File: src/sv/ct_pkg.sv
// Shared types, codes and row functions for the stabilizer tableau update block.
`timescale 1ns / 1ps
`default_nettype none
package ct_pkg;

	localparam int QW = 32;
	localparam int MAX_QUBITS = 32;
	localparam int ROW_COUNT = 64;

	localparam logic [3:0] KIND_H      = 4'd0;
	localparam logic [3:0] KIND_S      = 4'd1;
	localparam logic [3:0] KIND_SDG    = 4'd2;
	localparam logic [3:0] KIND_X      = 4'd3;
	localparam logic [3:0] KIND_Y      = 4'd4;
	localparam logic [3:0] KIND_Z      = 4'd5;
	localparam logic [3:0] KIND_SX     = 4'd6;
	localparam logic [3:0] KIND_CNOT   = 4'd7;
	localparam logic [3:0] KIND_CZ     = 4'd8;
	localparam logic [3:0] KIND_SWAP   = 4'd9;
	localparam logic [3:0] KIND_ROWSUM = 4'd10;
	localparam logic [3:0] KIND_READ   = 4'd11;
	localparam logic [3:0] KIND_INIT   = 4'd12;
	localparam logic [3:0] KIND_PAULI  = 4'd13;

	typedef enum logic [1:0] {
		ST_IDLE,
		ST_SCAN,
		ST_APPLY,
		ST_DONE
	} state_t;

	typedef struct packed {
		logic          sign;
		logic [QW-1:0] x;
		logic [QW-1:0] z;
	} row_t;

	// Operation context handed from the sequencer to the row update unit.
	typedef struct packed {
		logic          apply;
		logic [3:0]    kind;
		logic [4:0]    qa;
		logic [4:0]    qb;
		logic [7:0]    rt;
		logic [7:0]    k;
		logic [7:0]    n;
		logic [7:0]    rows;
		logic [QW-1:0] mask;
		logic [QW-1:0] pxm;
		logic [QW-1:0] pzm;
		row_t          src;
	} op_t;

	function automatic row_t row_h(input row_t r, input logic [4:0] q);
		row_t o;
		o = r;
		o.sign = r.sign ^ (r.x[q] & r.z[q]);
		o.x[q] = r.z[q];
		o.z[q] = r.x[q];
		return o;
	endfunction

	function automatic row_t row_s(input row_t r, input logic [4:0] q);
		row_t o;
		o = r;
		o.sign = r.sign ^ (r.x[q] & r.z[q]);
		o.z[q] = r.z[q] ^ r.x[q];
		return o;
	endfunction

	function automatic row_t row_cnot(input row_t r, input logic [4:0] c, input logic [4:0] t);
		row_t o;
		o = r;
		o.sign = r.sign ^ (r.x[c] & r.z[t] & ~(r.x[t] ^ r.z[c]));
		o.x[t] = r.x[t] ^ r.x[c];
		o.z[c] = r.z[c] ^ r.z[t];
		return o;
	endfunction

	function automatic row_t row_rowsum(input row_t h, input row_t s, input logic [QW-1:0] m);
		logic [QW-1:0] x1, z1, x2, z2, pl, mi;
		logic [6:0] plus, minus;
		logic [1:0] ph;
		row_t o;
		x1 = s.x & m;
		z1 = s.z & m;
		x2 = h.x & m;
		z2 = h.z & m;
		pl = (x1 & ~z1 & x2 & z2) | (x1 & z1 & ~x2 & z2) | (~x1 & z1 & x2 & ~z2);
		mi = (x1 & z1 & x2 & ~z2) | (~x1 & z1 & x2 & z2) | (x1 & ~z1 & ~x2 & z2);
		plus = 7'($countones(pl));
		minus = 7'($countones(mi));
		ph = {h.sign ^ s.sign, 1'b0} + plus[1:0] - minus[1:0];
		o.sign = (ph == 2'd2);
		o.x = x2 ^ x1;
		o.z = z2 ^ z1;
		return o;
	endfunction

	// Identity tableau row k for n qubits.
	function automatic row_t row_init(input logic [7:0] k, input logic [7:0] n);
		row_t o;
		o.sign = 1'b0;
		for (int q = 0; q < QW; q++) begin
			o.x[q] = (8'(q) < n) && (k == 8'(q));
			o.z[q] = (8'(q) < n) && (k == n + 8'(q));
		end
		return o;
	endfunction

endpackage
`default_nettype wire

File: src/sv/ct_cell.sv
// One tableau row cell of the rotating row chain.
`timescale 1ns / 1ps
`default_nettype none
module ct_cell #(
	parameter int INDEX  = 0,
	parameter int INIT_N = 32
) (
	input  wire            clk,
	input  wire            arst_n,
	input  wire            shift_en,
	input  ct_pkg::row_t   row_in,
	output ct_pkg::row_t   row_out
);
	import ct_pkg::*;

	row_t row_q;

	always_ff @(posedge clk or negedge arst_n) begin
		if (!arst_n) begin
			row_q <= row_init(8'(INDEX), 8'(INIT_N));
		end else if (shift_en) begin
			row_q <= row_in;
		end
	end

	assign row_out = row_q;
endmodule
`default_nettype wire

File: config.mk
export PLATFORM = sky130hd
export DESIGN_NAME = ct_cell
export DESIGN_NICKNAME = d
export VERILOG_FILES = /design/src/sv/ct_pkg.sv /design/src/sv/ct_cell.sv
export SDC_FILE = /design/constraint.sdc
export NUM_CORES = 1
export LEC_CHECK = 0
export ABC_AREA = 1
export BUFFER_PORTS_ARGS = -buffer_cell sky130_fd_sc_hd__clkbuf_2
export CAP_MARGIN = 20
export CORE_MARGIN = 5
export CORE_UTILIZATION = 44
export CTS_CLUSTER_DIAMETER = 120
export DETAILED_ROUTE_END_ITERATION = 8
export GPL_TIMING_DRIVEN = 0
export HOLD_SLACK_MARGIN = 0.03
export PLACE_DENSITY_LB_ADDON = 0.2
export SLEW_MARGIN = 10
export SYNTH_ARGS = -nofsm -noshare
export SYNTH_HDL_FRONTEND = slang
export SYNTH_SLANG_ARGS = --single-unit
File: constraint.sdc
create_clock -name clk -period 0.8 [get_ports clk]
set_input_delay 0.04 -clock clk [delete_from_list [all_inputs] [get_ports clk]]
set_output_delay 0.04 -clock clk [all_outputs]
set_load 0.01 [all_outputs]
==> results.py <==
metrics = {
    "status": {
        "status": "complete, but fails checks",
        "violations": "negative hold slack, negative setup slack",
    },
    "detailed_routing": {
        "initialDrtViolationCount": 95,
        "ant_nets": 0,
        "drc": 0,
        "via_per_inst": 4.533,
        "wire_per_inst_um": 13.31,
        "dr.pass1.iters": 4,
        "wl_um": 7891,
        "vias": 2688,
    },
    "final_layout": {
        "final_core_util_pct": 80.93,
        "drive_gt1_share_pct": 38.20,
        "largest_reg_flops": 65,
        "nFillCells": 351,
        "register_area_um2": 1628,
        "antenna_cells": 0,
        "fin_nets": 584,
        "multi_input_area_um2": 737.0,
        "area_growth_pct": 79.06,
    },
    "die": {
        "fp.dieW_um": 84.98,
        "floorplan.initialDensity_pct": 45.20,
        "die_y_um": 84.98,
        "ios": 133,
        "row_count": 27,
        "die-area_um2": 7222,
        "fp.coreArea_um2": 5473,
    },
    "setup_path": {
        "cp_slowest_cell": "dfstp_2",
        "crit_chain": "buf_6",
        "crit_type": "reg -> out",
        "cp_max_fo": 2,
        "end_kind": "output port",
        "crit_cells": 1,
        "cp_num_buf_inv": 1,
        "start_kind": "register",
        "cp_top_family": "flip-flops",
        "arrival_ns": 0.97,
        "slowest_delay_ns": 0.54,
        "cp.required_ns": 0.76,
        "r2r.worst_path.cells": 4,
    },
    "synthesis": {
        "synth_top_cell_by_area": "dfrtp_1",
        "netlist_top_cells_area": "dfrtp_1, nand2_1, buf_6",
        "syn_area_per_cell_um2": 8.995,
        "syn_nets": 343,
        "synth_top_cell_area_share_pct": 64.74,
        "syn_inst": 275,
        "ys_types": 7,
        "synth_warnings": 0,
        "netlist_area_um2": 2474,
        "yosys_register_bits": 65,
        "seq_area_frac_synth_pct": 65.81,
    },
    "place": {
        "portBuffers": 132,
        "routabilityCongestion": 0.7813,
        "hpwl_um": 4451,
    },
    "sta": {
        "setup_ws_ns": -0.2073,
        "hold_viol": 31,
        "slew-limit-headroom_pct": 68.65,
        "period_needed_ns": 1.007,
        "period_share_pct": 125.9,
        "hold_slack_ns": -0.3102,
        "fin_skew_ns": 0,
        "final_max_slew_viol_count": 0,
        "rsz0062_at_grt": "yes",
        "max_freq_mhz": 992.8,
        "tightest_slew_ns": 0.4702,
        "finalSetupViolCount": 72,
    },
    "pwr": {
        "irDropWorstVdd_mv": 1.201,
        "p_sw_share_pct": 24.35,
        "p_switching_uw": 2130,
        "combPwrFrac_pct": 19.1,
        "seq_power_share_pct": 42.9,
        "power.static_leakage_uw": 0.002561,
        "power_frac_clock_pct": 38.1,
        "p_per_area_nw_per_um2": 1976,
        "power.internal_uw": 6620,
    },
    "hold_path": {
        "hold_class": "in -> async",
    },
    "cts": {
        "holdBufCountCts": 65,
        "cts_tree": "done",
        "clock_latency_ns": 0.33,
        "ctsLongestPathBuffers": 2,
        "cts_buffers": 9,
        "h-tree-depth": 3,
        "clk_pin_slew_worst_paths_ns": 0.07,
        "cts_root_buf": "clkbuf_8",
        "cts.sinks": 65,
    },
    "global_routing": {
        "grt_max_degree": 34,
        "grt_util_met1_pct": 24.43,
        "grt_use_met3_pct": 6.505,
        "met2_usage_pct": 37.43,
        "grt_usage_pct": 21.55,
        "grt.busiest_layer": "met2",
        "grt-ovfl-total": 0,
        "antenna_found_initial": 0,
        "grt_pass1_vias": 2679,
        "grt_first_pass_wirelength_um": 12250,
    },
    "job": {
        "max_cap_viol_count": 0,
    },
}
per-stage QoR:
stage	cell area (um2)	power, uW	cells	setup TNS [ns]	setup WS [ns]
6_report	4429	8750	593	-5.549	-0.2073
5_1_grt	4429	9184	593	-8.664	-0.2512
4_1_cts	4215	8603	571	-6.316	-0.2497
3_5_place_dp	3247	4945	480	0	0.03887
3_3_place_gp	3224	4901	479	-45.28	-0.7058
2_1_floorplan	2474	4298	275	0	0.1130
repair_timing:
action / 4_1_cts / 5_1_grt
endpoints found under the setup margin: 65 / 65
setup buffers: 10 / 22
endpoints found under the hold margin: 96 / 31
gates resized for setup: 0 / 19
logic make-up after synthesis:
group,share of synthesized area [%]
simple gates,29.59
buf+inv,4.603
flops,65.81
final cells by class:
| cell class | instances | share of cell area (%) |
|---|---|---|
| Multi-Input combinational cell | 195 | 16.64 |
| Inverter | 1 | 0.08475 |
| Clock buffer | 10 | 3.107 |
| Sequential cell | 65 | 36.75 |
| Clock inverter | 6 | 2.373 |
| Tap cell | 72 | 2.034 |
| Buffer | 14 | 2.486 |
| Timing Repair Buffer | 230 | 36.53 |
synth_stat cells:
| cell | number |
|---|---|
| nand2_1 | 195 |
| dfstp_2 | 1 |
| buf_6 | 6 |
| buf_4 | 1 |
| dfrtp_1 | 64 |
| inv_2 | 1 |
| buf_2 | 7 |
cells in the final DEF, fill, tap and decap left out:
| cell type | n |
|---|---|
| buf_12 | 1 |
| buf_2 | 9 |
| buf_4 | 33 |
| buf_6 | 13 |
| bufinv_16 | 3 |
| clkbuf_2 | 122 |
| clkbuf_4 | 1 |
| clkbuf_8 | 10 |
| clkinv_2 | 3 |
| dfrtp_1 | 64 |
| dfstp_2 | 1 |
| dlygate4sd3_1 | 65 |
| inv_2 | 1 |
| nand2_1 | 193 |
| nand2_2 | 2 |
power by group through the flow:
stage	logic, uW	registers [uW]	clock network (uW)
final	1670	3750	3330
after global routing	1830	3780	3580
after CTS	1470	3730	3400
after detailed placement	1150	3790	0
after global placement	1110	3790	0
after floorplan	366	3930	0
metal layers:
layer  wire length, um  vias to the layer above
met1              3095                     1244
met5                 0                        -
li1                  -                     1303
met3               637                       24
met2              3927                      117
met4               229                        0
final timing paths:
check                                             start                       to  slack, ns
worst max-delay path            row_out[32]$_DFFE_PN1P_              row_out[32]      -0.21
worst min-delay path                             arst_n  row_out[18]$_DFFE_PN0P_      -0.31
worst max register to register   row_out[8]$_DFFE_PN0P_   row_out[8]$_DFFE_PN0P_      -0.04
worst min register to register  row_out[32]$_DFFE_PN1P_  row_out[32]$_DFFE_PN1P_       0.47
max in group asynchronous                        arst_n   row_out[6]$_DFFE_PN0P_       0.59
min in group clk                               shift_en  row_out[32]$_DFFE_PN1P_       0.08
(Power assumes the default switching activity.)
